<file path="config.mk">
export PLATFORM = sky130hd
export DESIGN_NAME = fat_cluster_chain_table
export DESIGN_NICKNAME = d
export VERILOG_FILES = /design/src/fcct_pkg.sv /design/src/fcct_div.sv /design/src/fcct_dpath.sv /design/src/fcct_ctrl.sv /design/src/fat_cluster_chain_table.sv
export SDC_FILE = /design/constraint.sdc
export NUM_CORES = 1
export LEC_CHECK = 0
export ABC_AREA = 1
export BUFFER_PORTS_ARGS = -buffer_cell sky130_fd_sc_hd__buf_2
export CAP_MARGIN = 20
export CORE_MARGIN = 10
export CORE_UTILIZATION = 55
export CTS_CLUSTER_SIZE = 30
export DETAILED_ROUTE_END_ITERATION = 16
export PLACE_DENSITY = 0.71
export SLEW_MARGIN = 10
export SYNTH_ARGS = -nofsm -noshare
export SYNTH_HDL_FRONTEND = slang
export SYNTH_SLANG_ARGS = --single-unit
export TNS_END_PERCENT = 50
</file>
<file path="constraint.sdc">
create_clock -name clk_i -period 5.4 [get_ports clk_i]
set_input_delay 0.81 -clock clk_i [delete_from_list [all_inputs] [get_ports clk_i]]
set_output_delay 0.81 -clock clk_i [all_outputs]
set_load 0.01 [all_outputs]
</file>
<file path="src/fcct_pkg.sv">
// Shared types and constants for the cluster chain table.
// Holds field widths, command codes, datapath micro-operations and the
// controller/datapath command and status structs. No dependencies.
`timescale 1ns / 1ps

package fcct_pkg;

  // Widths of the transaction fields.
  localparam int CMD_W     = 3;
  localparam int CLUSTER_W = 6;
  localparam int BYTES_W   = 16;
  localparam int NEXT_W    = 7;
  localparam int VALUE_W   = 7;

  // Default geometry of the table.
  localparam int TABLE_ENTRIES_DEF       = 64;
  localparam int SECTORS_PER_CLUSTER_DEF = 1;
  localparam int SECTOR_BYTES_DEF        = 128;

  // Command codes.
  localparam logic [CMD_W-1:0] CMD_ADD    = 3'd0;
  localparam logic [CMD_W-1:0] CMD_REMOVE = 3'd1;
  localparam logic [CMD_W-1:0] CMD_FIND   = 3'd2;
  localparam logic [CMD_W-1:0] CMD_LINK   = 3'd3;
  localparam logic [CMD_W-1:0] CMD_GET    = 3'd4;

  // Datapath micro-operations issued by the controller.
  typedef enum logic [3:0] {
    DP_NOP,
    DP_LOAD,        // capture the transaction and start the divider
    DP_CLEAR,       // write the reset value of the entry at the index, step up
    DP_READ,        // read the entry at the index
    DP_READ_LAST,   // point the index at the last entry and read it
    DP_ADD_LINK,    // link the entry to its successor, read the successor
    DP_WRITE_EOF,   // mark the entry at the index as end of chain
    DP_FREE,        // free the entry at the index
    DP_FREE_FOLLOW, // free the entry and follow its link
    DP_FIND_DOWN,   // step the index down and read
    DP_LINK_WRITE   // store the link value at the index
  } dp_op_e;

  // Result source selected when a transaction finishes.
  typedef enum logic [2:0] {
    RES_FAIL,
    RES_OK,
    RES_READ,
    RES_FOUND,
    RES_NONE
  } res_e;

  typedef struct packed {
    dp_op_e op;
    logic   finish;
    res_e   res;
  } dp_cmd_t;

  typedef struct packed {
    logic in_table;  // cluster lies inside the table
    logic div_done;  // allocation size is ready
    logic n_zero;    // allocation size is zero clusters
    logic fits;      // start plus size lies inside the table
    logic v_free;    // read entry is free
    logic v_eof;     // read entry marks end of chain
    logic v_link;    // read entry is a link into the table
    logic v_self;    // read link points back at its own entry
    logic at_end;    // next index is the end of the run being added
    logic at_last;   // index is the last entry
    logic at_first;  // index is entry one
  } dp_status_t;

endpackage

</file>
<file path="src/fcct_div.sv">
// Division of the byte count by a constant cluster size, by multiplying with
// a rounded-up reciprocal. Depends on fcct_pkg for the byte count width.
`timescale 1ns / 1ps

module fcct_div
  import fcct_pkg::*;
#(
  parameter int DIVISOR = SECTORS_PER_CLUSTER_DEF * SECTOR_BYTES_DEF
) (
  input  logic               clk_i,
  input  logic               rst_ni,
  input  logic               start_i,
  input  logic [BYTES_W-1:0] dividend_i,
  output logic               done_o,
  output logic [BYTES_W-1:0] quot_o
);

  // With the reciprocal rounded up over BYTES_W plus log2 of the divisor
  // bits, the truncated product is the exact quotient for every dividend.
  localparam int ShiftW = BYTES_W + $clog2(DIVISOR);
  localparam int RecipW = BYTES_W + 2;
  localparam int ProdW  = BYTES_W + RecipW;
  localparam longint unsigned RecipL =
    ((64'd1 << ShiftW) + 64'(DIVISOR) - 64'd1) / 64'(DIVISOR);
  localparam logic [RecipW-1:0] Recip = RecipW'(RecipL);

  logic [ProdW-1:0]   prod;
  logic [BYTES_W-1:0] quo_q, quo_d;
  logic               done_q;

  // Quotient of the incoming byte count.
  assign prod  = ProdW'(dividend_i) * ProdW'(Recip);
  assign quo_d = BYTES_W'(prod >> ShiftW);

  // The quotient is ready in the cycle after the start.
  always_ff @(posedge clk_i or negedge rst_ni) begin
    if (!rst_ni) begin
      done_q <= 1'b0;
    end else begin
      done_q <= start_i;
    end
  end

  always_ff @(posedge clk_i) begin
    if (start_i) begin
      quo_q <= quo_d;
    end
  end

  assign done_o = done_q;
  assign quot_o = quo_q;

endmodule

</file>
<file path="src/fcct_dpath.sv">
// Datapath of the cluster chain table: table memory, index register,
// size divider and result registers. Depends on fcct_pkg and fcct_div.
`timescale 1ns / 1ps

module fcct_dpath
  import fcct_pkg::*;
#(
  parameter int TABLE_ENTRIES       = TABLE_ENTRIES_DEF,
  parameter int SECTORS_PER_CLUSTER = SECTORS_PER_CLUSTER_DEF,
  parameter int SECTOR_BYTES        = SECTOR_BYTES_DEF
) (
  input  logic                        clk_i,
  input  logic                        rst_ni,
  input  dp_cmd_t                     cmd_i,
  output dp_status_t                  status_o,
  input  logic [CLUSTER_W-1:0]        cluster_i,
  input  logic [BYTES_W-1:0]          byte_count_i,
  input  logic signed [NEXT_W-1:0]    next_cluster_i,
  output logic                        done_o,
  output logic                        ok_o,
  output logic signed [VALUE_W-1:0]   value_o
);

  localparam int ClusterBytes = SECTORS_PER_CLUSTER * SECTOR_BYTES;
  localparam int IdxW   = $clog2(TABLE_ENTRIES);
  localparam int EntryW = (IdxW + 2 > 8) ? IdxW + 2 : 8;
  localparam int SumW   = BYTES_W + 1;

  localparam logic signed [EntryW-1:0] EntryN        = EntryW'(TABLE_ENTRIES);
  localparam logic signed [EntryW-1:0] EntryEof      = '1;
  localparam logic signed [EntryW-1:0] EntryReserved = -EntryW'(2);
  localparam logic [IdxW-1:0]          IdxLast       = IdxW'(TABLE_ENTRIES - 1);

  // Table memory with a registered read port.
  logic signed [EntryW-1:0] mem [TABLE_ENTRIES];
  logic signed [EntryW-1:0] rdata_q;
  logic                     we;
  logic [IdxW-1:0]          raddr;
  logic signed [EntryW-1:0] wdata;

  logic [IdxW-1:0]              idx_q, idx_d;
  logic [IdxW:0]                idx_inc;
  logic [CLUSTER_W-1:0]         cluster_q;
  logic signed [NEXT_W-1:0]     nxt_q;
  logic                         done_q;
  logic                         ok_q, ok_d;
  logic signed [VALUE_W-1:0]    value_q, value_d;
  logic                         div_done;
  logic [BYTES_W-1:0]           quot;
  logic [SumW-1:0]              run_end;

  fcct_div #(
    .DIVISOR (ClusterBytes)
  ) u_div (
    .clk_i      (clk_i),
    .rst_ni     (rst_ni),
    .start_i    (cmd_i.op == DP_LOAD),
    .dividend_i (byte_count_i),
    .done_o     (div_done),
    .quot_o     (quot)
  );

  assign idx_inc = (IdxW + 1)'(idx_q) + 1'b1;
  assign run_end = SumW'(cluster_q) + SumW'(quot);

  // Memory access and index update for each micro-operation.
  always_comb begin
    we    = 1'b0;
    wdata = '0;
    raddr = idx_q;
    idx_d = idx_q;
    case (cmd_i.op)
      DP_LOAD: begin
        idx_d = IdxW'(cluster_i);
      end
      DP_CLEAR: begin
        we    = 1'b1;
        wdata = (idx_q < IdxW'(2)) ? EntryReserved : '0;
        idx_d = IdxW'(idx_inc);
      end
      DP_READ_LAST: begin
        raddr = IdxLast;
        idx_d = IdxLast;
      end
      DP_ADD_LINK: begin
        we    = 1'b1;
        wdata = $signed(EntryW'(idx_inc));
        raddr = IdxW'(idx_inc);
        idx_d = IdxW'(idx_inc);
      end
      DP_WRITE_EOF: begin
        we    = 1'b1;
        wdata = EntryEof;
      end
      DP_FREE: begin
        we = 1'b1;
      end
      DP_FREE_FOLLOW: begin
        we    = 1'b1;
        raddr = rdata_q[IdxW-1:0];
        idx_d = rdata_q[IdxW-1:0];
      end
      DP_FIND_DOWN: begin
        raddr = idx_q - 1'b1;
        idx_d = idx_q - 1'b1;
      end
      DP_LINK_WRITE: begin
        we    = 1'b1;
        wdata = EntryW'(nxt_q);
      end
      default: begin
      end
    endcase
  end

  always_ff @(posedge clk_i) begin
    if (we) begin
      mem[idx_q] <= wdata;
    end
    rdata_q <= mem[raddr];
  end

  // The index also walks the clearing pass, so it starts from zero.
  always_ff @(posedge clk_i or negedge rst_ni) begin
    if (!rst_ni) begin
      idx_q <= '0;
    end else begin
      idx_q <= idx_d;
    end
  end

  always_ff @(posedge clk_i) begin
    if (cmd_i.op == DP_LOAD) begin
      cluster_q <= cluster_i;
      nxt_q     <= next_cluster_i;
    end
  end

  // Result selection when the controller closes a transaction.
  always_comb begin
    case (cmd_i.res)
      RES_OK: begin
        ok_d    = 1'b1;
        value_d = '0;
      end
      RES_READ: begin
        ok_d    = 1'b1;
        value_d = rdata_q[VALUE_W-1:0];
      end
      RES_FOUND: begin
        ok_d    = 1'b1;
        value_d = VALUE_W'(idx_inc);
      end
      RES_NONE: begin
        ok_d    = 1'b0;
        value_d = '1;
      end
      default: begin
        ok_d    = 1'b0;
        value_d = '0;
      end
    endcase
  end

  always_ff @(posedge clk_i or negedge rst_ni) begin
    if (!rst_ni) begin
      done_q <= 1'b0;
    end else begin
      done_q <= cmd_i.finish;
    end
  end

  always_ff @(posedge clk_i) begin
    if (cmd_i.finish) begin
      ok_q    <= ok_d;
      value_q <= value_d;
    end
  end

  // Status flags for the controller.
  always_comb begin
    status_o.in_table = 32'(cluster_q) < 32'(TABLE_ENTRIES);
    status_o.div_done = div_done;
    status_o.n_zero   = quot == '0;
    status_o.fits     = run_end < SumW'(TABLE_ENTRIES);
    status_o.v_free   = rdata_q == '0;
    status_o.v_eof    = rdata_q == EntryEof;
    status_o.v_link   = !rdata_q[EntryW-1] && (rdata_q != '0) && (rdata_q < EntryN);
    status_o.v_self   = rdata_q[IdxW-1:0] == idx_q;
    status_o.at_end   = idx_inc == (IdxW + 1)'(run_end);
    status_o.at_last  = idx_q == IdxLast;
    status_o.at_first = idx_q == IdxW'(1);
  end

  assign done_o  = done_q;
  assign ok_o    = ok_q;
  assign value_o = value_q;

endmodule

</file>
<file path="src/fcct_ctrl.sv">
// Controller of the cluster chain table: sequences clearing, command
// dispatch and the table walks. Depends on fcct_pkg.
`timescale 1ns / 1ps

module fcct_ctrl
  import fcct_pkg::*;
(
  input  logic             clk_i,
  input  logic             rst_ni,
  input  logic             start_i,
  input  logic [CMD_W-1:0] command_i,
  input  dp_status_t       status_i,
  output dp_cmd_t          cmd_o,
  output logic             busy_o
);

  localparam logic [3:0] S_CLEAR     = 4'd0;
  localparam logic [3:0] S_IDLE      = 4'd1;
  localparam logic [3:0] S_DIV       = 4'd2;
  localparam logic [3:0] S_ADD_DEC   = 4'd3;
  localparam logic [3:0] S_ADD_CHK   = 4'd4;
  localparam logic [3:0] S_ADD_END   = 4'd5;
  localparam logic [3:0] S_RM_RD     = 4'd6;
  localparam logic [3:0] S_RM_CHK    = 4'd7;
  localparam logic [3:0] S_FIND_RD   = 4'd8;
  localparam logic [3:0] S_FIND_CHK  = 4'd9;
  localparam logic [3:0] S_LINK_RD   = 4'd10;
  localparam logic [3:0] S_LINK_CHK  = 4'd11;
  localparam logic [3:0] S_GET_RD    = 4'd12;
  localparam logic [3:0] S_GET_CHK   = 4'd13;

  logic [3:0] state_q, state_d;

  // Next state and datapath command.
  always_comb begin
    state_d      = state_q;
    cmd_o.op     = DP_NOP;
    cmd_o.finish = 1'b0;
    cmd_o.res    = RES_FAIL;
    case (state_q)
      S_CLEAR: begin
        cmd_o.op = DP_CLEAR;
        if (status_i.at_last) begin
          state_d = S_IDLE;
        end
      end
      S_IDLE: begin
        if (start_i) begin
          cmd_o.op = DP_LOAD;
          case (command_i)
            CMD_ADD:    state_d = S_DIV;
            CMD_REMOVE: state_d = S_RM_RD;
            CMD_FIND:   state_d = S_FIND_RD;
            CMD_LINK:   state_d = S_LINK_RD;
            CMD_GET:    state_d = S_GET_RD;
            default: begin
              cmd_o.finish = 1'b1;
            end
          endcase
        end
      end
      S_DIV: begin
        if (status_i.div_done) begin
          state_d = S_ADD_DEC;
        end
      end
      S_ADD_DEC: begin
        if (!status_i.in_table) begin
          cmd_o.finish = 1'b1;
          state_d      = S_IDLE;
        end else if (status_i.n_zero) begin
          cmd_o.op     = DP_WRITE_EOF;
          cmd_o.finish = 1'b1;
          cmd_o.res    = RES_OK;
          state_d      = S_IDLE;
        end else if (!status_i.fits) begin
          cmd_o.finish = 1'b1;
          state_d      = S_IDLE;
        end else begin
          cmd_o.op = DP_READ;
          state_d  = S_ADD_CHK;
        end
      end
      // Link one free entry per cycle; a used entry aborts the run.
      S_ADD_CHK: begin
        if (!status_i.v_free) begin
          cmd_o.finish = 1'b1;
          state_d      = S_IDLE;
        end else begin
          cmd_o.op = DP_ADD_LINK;
          if (status_i.at_end) begin
            state_d = S_ADD_END;
          end
        end
      end
      S_ADD_END: begin
        cmd_o.op     = DP_WRITE_EOF;
        cmd_o.finish = 1'b1;
        cmd_o.res    = RES_OK;
        state_d      = S_IDLE;
      end
      S_RM_RD: begin
        if (!status_i.in_table) begin
          cmd_o.finish = 1'b1;
          cmd_o.res    = RES_OK;
          state_d      = S_IDLE;
        end else begin
          cmd_o.op = DP_READ;
          state_d  = S_RM_CHK;
        end
      end
      // Free along the chain; a link back to itself ends the walk.
      S_RM_CHK: begin
        if (status_i.v_link && !status_i.v_self) begin
          cmd_o.op = DP_FREE_FOLLOW;
        end else begin
          if (status_i.v_eof || status_i.v_link) begin
            cmd_o.op = DP_FREE;
          end
          cmd_o.finish = 1'b1;
          cmd_o.res    = RES_OK;
          state_d      = S_IDLE;
        end
      end
      S_FIND_RD: begin
        cmd_o.op = DP_READ_LAST;
        state_d  = S_FIND_CHK;
      end
      // Scan down from the last entry for the highest used one.
      S_FIND_CHK: begin
        if (status_i.at_last) begin
          if (!status_i.v_free) begin
            cmd_o.finish = 1'b1;
            cmd_o.res    = RES_NONE;
            state_d      = S_IDLE;
          end else begin
            cmd_o.op = DP_FIND_DOWN;
          end
        end else if (!status_i.v_free) begin
          cmd_o.finish = 1'b1;
          cmd_o.res    = RES_FOUND;
          state_d      = S_IDLE;
        end else if (status_i.at_first) begin
          cmd_o.finish = 1'b1;
          cmd_o.res    = RES_NONE;
          state_d      = S_IDLE;
        end else begin
          cmd_o.op = DP_FIND_DOWN;
        end
      end
      S_LINK_RD: begin
        if (!status_i.in_table) begin
          cmd_o.finish = 1'b1;
          state_d      = S_IDLE;
        end else begin
          cmd_o.op = DP_READ;
          state_d  = S_LINK_CHK;
        end
      end
      S_LINK_CHK: begin
        cmd_o.finish = 1'b1;
        state_d      = S_IDLE;
        if (status_i.v_free || status_i.v_eof) begin
          cmd_o.op  = DP_LINK_WRITE;
          cmd_o.res = RES_OK;
        end
      end
      S_GET_RD: begin
        if (!status_i.in_table) begin
          cmd_o.finish = 1'b1;
          state_d      = S_IDLE;
        end else begin
          cmd_o.op = DP_READ;
          state_d  = S_GET_CHK;
        end
      end
      S_GET_CHK: begin
        cmd_o.finish = 1'b1;
        cmd_o.res    = RES_READ;
        state_d      = S_IDLE;
      end
      default: begin
        state_d = S_IDLE;
      end
    endcase
  end

  always_ff @(posedge clk_i or negedge rst_ni) begin
    if (!rst_ni) begin
      state_q <= S_CLEAR;
    end else begin
      state_q <= state_d;
    end
  end

  assign busy_o = state_q != S_IDLE;

endmodule

</file>
<file path="src/fat_cluster_chain_table.sv">
// Top level of the cluster chain table: controller plus datapath.
// Depends on fcct_pkg, fcct_ctrl and fcct_dpath.
`timescale 1ns / 1ps

// A transaction is taken when start is high and busy is low, and its single
// result appears on ok_o and value_o for exactly one cycle with done_o high;
// the receiver cannot stall it. After reset the block sweeps the table memory
// once, one entry per cycle, and holds busy high until the sweep is done.
// Each transaction walks the table through its one read and one write port:
// get next and link next read the entry and then check it, remove reads and
// frees one entry after the other along the chain, find reads entries one by
// one down from the last one (at most TABLE_ENTRIES - 1 of them), and add
// waits for the cluster count from a registered reciprocal multiply, checks
// the start and size, and, for a run of one or more clusters, checks and
// links each cluster in turn and then writes the end-of-chain mark. The
// result follows in the cycle after the last step, and busy drops in that
// same cycle.
module fat_cluster_chain_table
  import fcct_pkg::*;
#(
  parameter int TABLE_ENTRIES       = TABLE_ENTRIES_DEF,
  parameter int SECTORS_PER_CLUSTER = SECTORS_PER_CLUSTER_DEF,
  parameter int SECTOR_BYTES        = SECTOR_BYTES_DEF
) (
  input  logic                      clk_i,
  input  logic                      rst_ni,
  input  logic                      start,
  output logic                      busy,
  input  logic [CMD_W-1:0]          command_i,
  input  logic [CLUSTER_W-1:0]      cluster_i,
  input  logic [BYTES_W-1:0]        byte_count_i,
  input  logic signed [NEXT_W-1:0]  next_cluster_i,
  output logic                      done_o,
  output logic                      ok_o,
  output logic signed [VALUE_W-1:0] value_o
);

  dp_cmd_t    dp_cmd;
  dp_status_t dp_status;

  // Sequencing of each transaction.
  fcct_ctrl u_ctrl (
    .clk_i     (clk_i),
    .rst_ni    (rst_ni),
    .start_i   (start),
    .command_i (command_i),
    .status_i  (dp_status),
    .cmd_o     (dp_cmd),
    .busy_o    (busy)
  );

  // Table storage and result registers.
  fcct_dpath #(
    .TABLE_ENTRIES       (TABLE_ENTRIES),
    .SECTORS_PER_CLUSTER (SECTORS_PER_CLUSTER),
    .SECTOR_BYTES        (SECTOR_BYTES)
  ) u_dpath (
    .clk_i          (clk_i),
    .rst_ni         (rst_ni),
    .cmd_i          (dp_cmd),
    .status_o       (dp_status),
    .cluster_i      (cluster_i),
    .byte_count_i   (byte_count_i),
    .next_cluster_i (next_cluster_i),
    .done_o         (done_o),
    .ok_o           (ok_o),
    .value_o        (value_o)
  );

endmodule

</file>
# After elaboration in Yosys (flattened, before gate mapping)
# Memories as Yosys holds them, arrays and structs flattened. A register that Yosys moved wholly into a read port is not among the register bits.
# Cells that the tools add are included.
# word_totals
register_bits	42
ram_bits	512
inputBits	35
elab_cells	126
n_memories	1
# op_classes
addsub	3
n_lt_le_gt_ge	3
eq_ne	44
mux	46
reduce_logical	20
# memory_table
name	depth	word_bits	read_ports	rd_clocked_by_memory_dff	write_ports	line	source
u_dpath.mem	64	8	1	1	1	fcct_dpath.sv:35	logic signed [EntryW-1:0] mem [TABLE_ENTRIES];
# op_table
operator	count
4-bit 2-to-1 mux	19
4-bit case mux with 11 select lines	1
4-bit case mux with 10 select lines	1
4-bit == test, second input constant	9
4-bit by 3-bit == test with 1-bit output, second input constant	8
8-bit case mux with 4 select lines	1
6-bit case mux with 5 select lines	1
6-bit case mux with 4 select lines	1
7-bit case mux with 3 select lines	1
4-bit case mux with 5 select lines	1
3-bit case mux with 6 select lines	1
17-bit by 7-bit less-than comparator with 1-bit output, second input constant	1
16-bit zero test	1
8-bit 2-to-1 mux	2
3-bit by 2-bit == test with 1-bit output, second input constant	4
4-bit by 2-bit == test with 1-bit output, second input constant	3
3-bit 2-to-1 mux	4
6-bit by 9-bit adder with 10-bit output	1
1-bit 2-to-1 mux	9
3-bit != test, second input constant	3
3-bit OR reduction	3
4-bit by 1-bit == test with 1-bit output, second input constant	2
8-bit by 1-bit == test with 1-bit output, second input constant	1
8-bit zero test	1
other kinds (28)	37

# Longest topological paths before layout
# depth
depth_word	12
mapped_depth	22

# Modules after synthesis
# A second synthesis with hierarchy kept.
# unflattened
cells_unflattened	2627
area_unflattened_um2	26616.8
# modules_own_cells
module	n_inst	cells_each	area_per_inst_um2
fcct_dpath	1	2474	25528.2
fcct_ctrl	1	135	737.0
fcct_div	1	18	351.6

# Worst setup path after synthesis
# No wires, ideal clock.
# synth_timing
path_type	register to register
startpoint	register u_dpath.u_div.quo_q[0] (netlist: u_dpath.u_div.quot_o[0])
endpoint	memory u_dpath.mem[10][0] (netlist name) (enable)
setup_time_ns	0.371
t_arrival_ns	2.689
t_required_ns	5.029
path_slack_ns	2.341
path_stages_with_launch	14
path_buffers	0
period_less_slack_ns	3.059
cell_sequence	edfxtp_1 > ha_1 > fa_1 > nand2_1 > o21ai_0 > nor2_1 > a211oi_1 > nor4_1 > nand2_1 > nand3_1 > a21oi_1 > nand2_1 > nand4_1 > nor2_1
# synth_between
elab_chain_cells	10
# synth_lines
item	line	source
start, declared	fcct_div.sv:28	logic [BYTES_W-1:0] quo_q, quo_d;
start signal, assigned	fcct_div.sv:46	quo_q <= quo_d;
6-bit by 9-bit adder with 10-bit output	fcct_dpath.sv:64	assign run_end = SumW'(cluster_q) + SumW'(quot);
17-bit by 7-bit less-than comparator with 1-bit output	fcct_dpath.sv:185	status_o.fits = run_end < SumW'(TABLE_ENTRIES);
2-bit 2-to-1 mux	fcct_ctrl.sv:76	end else if (!status_i.fits) begin
5-bit 2-to-1 mux (*)	fcct_ctrl.sv:71	end else if (status_i.n_zero) begin
4-bit case mux with 10 select lines (*)	fcct_ctrl.sv:40	case (state_q)
4-bit by 3-bit == test with 1-bit output (tied with other cells)	fcct_dpath.sv:72	case (cmd_i.op)
6-bit OR reduction (no line) (*)	n/a	
1-bit 2-to-1 mux (*)	fcct_dpath.sv:72	
1-bit 2-to-1 mux (*)	fcct_dpath.sv:117	if (we) begin
1-bit 2-to-1 mux (implied by the code) (*)	fcct_dpath.sv:118	mem[idx_q] <= wdata;
end, declared	fcct_dpath.sv:35	
# Mark *: on every way between the ends. The rest lies on a longest branch, timed or not.

# Worst setup path in the final report
# layout_timing
startpoint	register u_dpath.u_div.quo_q[0] (netlist: u_dpath.u_div.quot_o[0])
endpoint	memory u_dpath.mem[26][7] (netlist name) (enable)
# Same word-level chain as after synthesis.

==> metrics.yaml <==
cts:
  postCtsHoldBufs: 0
  numCtsBuffers: 56
  cts_tree: "built"
  cts_root_buf: "clkbuf_16"
  clk-insertion-delay-late_ns: 0.61
  clkTransAtPathRegs_ns: 0.06
  clockBufferDepth: 3
  cts.sinks: 562
  post-cts-setup-buffers: 0
  cts_resized: 0
  cts.htree.levels: 2
grt:
  grt_pass1_wl_um: 99500
  grt.met3_usage: 0.0368
  grt_pass1_vias: 17500
  grt_util_met2: 0.366
  grt_max_degree: 93
  overflow: 0
  gr-usage-all-layers: 0.225
  top_usage_layer: "met2"
  antenna_found_initial: 0
  met1_usage: 0.302
layout:
  seq_area_um2: 16700
  fin_util: 0.617
  multi_input_area_um2: 7190
  num_antenna_cells: 0
  area_growth_pct: 10.9
  final_area_um2: 28600
  nets: 2515
  fillers: 3631
  layout-drive-gt1-share: 0.0903
timing:
  period_minus_slack_ns: 4.41
  setup_violations: 0
  min_period_over_period: 0.817
  max_freq_mhz: 227
  clock_skew_ns: 0.0175
  setup_tns_ns: 0
  tightest_slew_ns: 1.03
  grt_setup_unrepaired: "false"
  hold_viol_final: 0
  relSlewSlack: 0.311
  slew_violations: 0
worst_setup_path:
  crit_fanout: 8
  cp.arrival_ns: 4.64
  slowest_stage: "nor2_1"
  cp_num_buf_inv: 0
  r2r-end: "u_dpath.mem[26][7]$_DFFE_PP_"
  worstPathRequired_ns: 5.63
  r2r_setup_slack_ns: 0.99
  end_kind: "register"
  max_stage_delay_ns: 0.86
  cpMostUsedCell: "nand2_1"
  crit_cells: 13
  crit_chain: "ha_1, fa_1, nand2_1, o21ai_0, nor2_1, a211oi_1, nor4_1, nand2_1, nand3_1, a21oi_1, nand2_1, nand4_1, nor2_1"
  cp_top_family: "simple AND/OR/NAND/NOR gates"
  r2r-start: "u_dpath.u_div.quot_o[0]$_DFFE_PP_"
  crit_type: "register to register"
  rr_worst_depth: 13
  crit_path_start_kind: "register"
floorplan:
  core_area_um2: 46500
  io_pins: 45
  num_rows: 79
  die_h_um: 237
  chipWidth_um: 237
  initial_core_util: 0.556
  die_area_um2: 56000
route:
  wl_um: 64800
  drc: 0
  first_iter_violations: 1935
  via_per_inst: 5.81
  ant_nets: 0
  drt-pass1-iter-count: 5
  vias: 18100
  wl_per_cell_um: 20.7
yosys:
  synthCells: 2433
  ys_ff_latch: 562
  yosysWarnings: 0
  synth_area_um2: 25800
  yosys-top-cells-area: "edfxtp_1 (63%), nand3_1 (11%), nand2_1 (5.9%)"
  syn-num-nets: 2478
  yosysTopAreaCell: "edfxtp_1"
  synth_area_per_cell_um2: 10.6
  ys_types: 46
  yosysTopAreaCellShare: 0.630
  yosysSeqAreaShare: 0.648
placed_design:
  gp_congestion: 0.915
  port_buffers: 37
  hpwl_um: 39000
  place_area_um2: 26900
hold_path:
  hold_path.class: "input pin to async pin"
power:
  peakVddDrop_uv: 384
  leakage_nw: 11.5
  powerDensity_nw_per_um2: 538
run:
  maxCapViolCount: 0
status:
  outcome: "finished clean"
==> report_power, final <==
group | switching [mW] | internal (mW) | leakage [nW]
Combinational | 4.40 | 1.79 | 5.38
Sequential | 0.181 | 5.27 | 5.25
Clock | 1.60 | 2.17 | 0.858
Total | 6.19 | 9.22 | 11.5
==> worst max-delay path by stage <==
stage | endpoint | from
6_report | u_dpath.mem[26][7]$_DFFE_PP_ | u_dpath.u_div.quot_o[0]$_DFFE_PP_
4_1_cts | u_dpath.mem[26][4]$_DFFE_PP_ | u_dpath.u_div.quot_o[0]$_DFFE_PP_
3_5_place_dp | u_dpath.mem[58][6]$_DFFE_PP_ | u_dpath.u_div.quot_o[0]$_DFFE_PP_
5_1_grt | u_dpath.mem[26][6]$_DFFE_PP_ | u_dpath.u_div.quot_o[0]$_DFFE_PP_
2_1_floorplan | u_dpath.mem[10][0]$_DFFE_PP_ | u_dpath.u_div.quot_o[0]$_DFFE_PP_
3_3_place_gp | u_dpath.mem[26][0]$_DFFE_PP_ | u_dpath.u_div.quot_o[0]$_DFFE_PP_
==> final cells by class <==
cell class / instances / area share
flip-flops and latches: 562 / 0.584
multi-input cells: 1393 / 0.251
clock buffers: 71 / 0.0516
inverters: 339 / 0.0444
repair buffers: 118 / 0.0328
well taps: 607 / 0.0265
clock inverters: 31 / 0.00965
==> stage by stage <==
step           setup WS [ns]  instances  total power, mW  hold slack (ns)
2_1_floorplan           2.34       2433             9.70            0.475
3_3_place_gp            1.14       3018             11.5            0.503
3_5_place_dp            1.07       3018             11.6            0.507
4_1_cts                 1.07       3120             15.4           0.0734
5_1_grt                0.752       3121             16.2           0.0860
6_report               0.989       3121             15.4           0.0883
==> flip-flops by register name, summed over array words and instances (netlist names) <==
name	count
u_dpath.mem	512
u_dpath.u_div.quot_o	9
u_dpath.rdata_q	8
u_dpath.nxt_q	7
u_dpath.value_o	7
u_dpath.cluster_q	6
u_dpath.idx_q	6
u_ctrl.state_q	4
u_dpath.done_o	1
u_dpath.ok_o	1
u_dpath.u_div.done_o	1
==> cells in the mapped netlist, drive strengths merged <==
library cell / n
nand2: 409
o2111ai: 1
fa: 1
buf: 121
nor2: 113
a31oi: 2
nor3: 11
a21oi: 13
ha: 9
edfxtp: 542
o221ai: 6
a211oi: 5
clkinv: 2
nand3: 568
xor2: 9
or4: 1
o31ai: 1
nand3b: 183
dfrtp: 12
o211ai: 3
xnor2: 5
o21bai: 1
o22ai: 7
clkbuf: 18
mux2i: 1
dfxtp: 8
or2: 4
a41oi: 1
a221oi: 2
o21ai: 17
nor4: 6
nand4: 11
o21a: 2
and3: 1
inv: 337
==> placed cells by master, fill, tap and decap left out, types with 6 or more instances in the layout <==
master,netlist,routed
o22ai_1,7,6
buf_2,72,37
nor2_1,110,108
nand3_1,564,559
xor2_1,9,9
clkbuf_1,18,14
nand4_1,11,11
nor3_1,11,11
buf_4,31,70
a21oi_1,13,13
nand2_1,404,402
o221ai_1,6,6
clkinv_1,2,17
inv_2,8,8
clkinv_2,0,7
buf_12,0,10
dfxtp_1,8,8
clkbuf_16,0,57
inv_1,329,329
o21ai_0,16,16
nand3_2,4,9
ha_1,9,9
edfxtp_1,542,542
nand3b_1,183,183
dfrtp_1,12,12
nor4_1,6,6
==> cell families (layout without fill, tap and decap cells) <==
kind of cell    after synthesis  after routing  share of synthesized area
simple gates               1307           1307                      0.249
flops                       562            562                      0.648
buf+inv                     478            559                     0.0775
compound gates               61             61                     0.0153
xor+xnor                     14             14                    0.00475
fa+ha+maj                    10             10                    0.00513
mux                           1              1                   0.000388
==> routing by layer <==
metal,vias up,wire length [um]
met5,-,0
met4,0,2080
met3,142,5030
met2,811,30800
met1,8764,26800
li1,8428,-
Power figures use the tool's default switching activity.
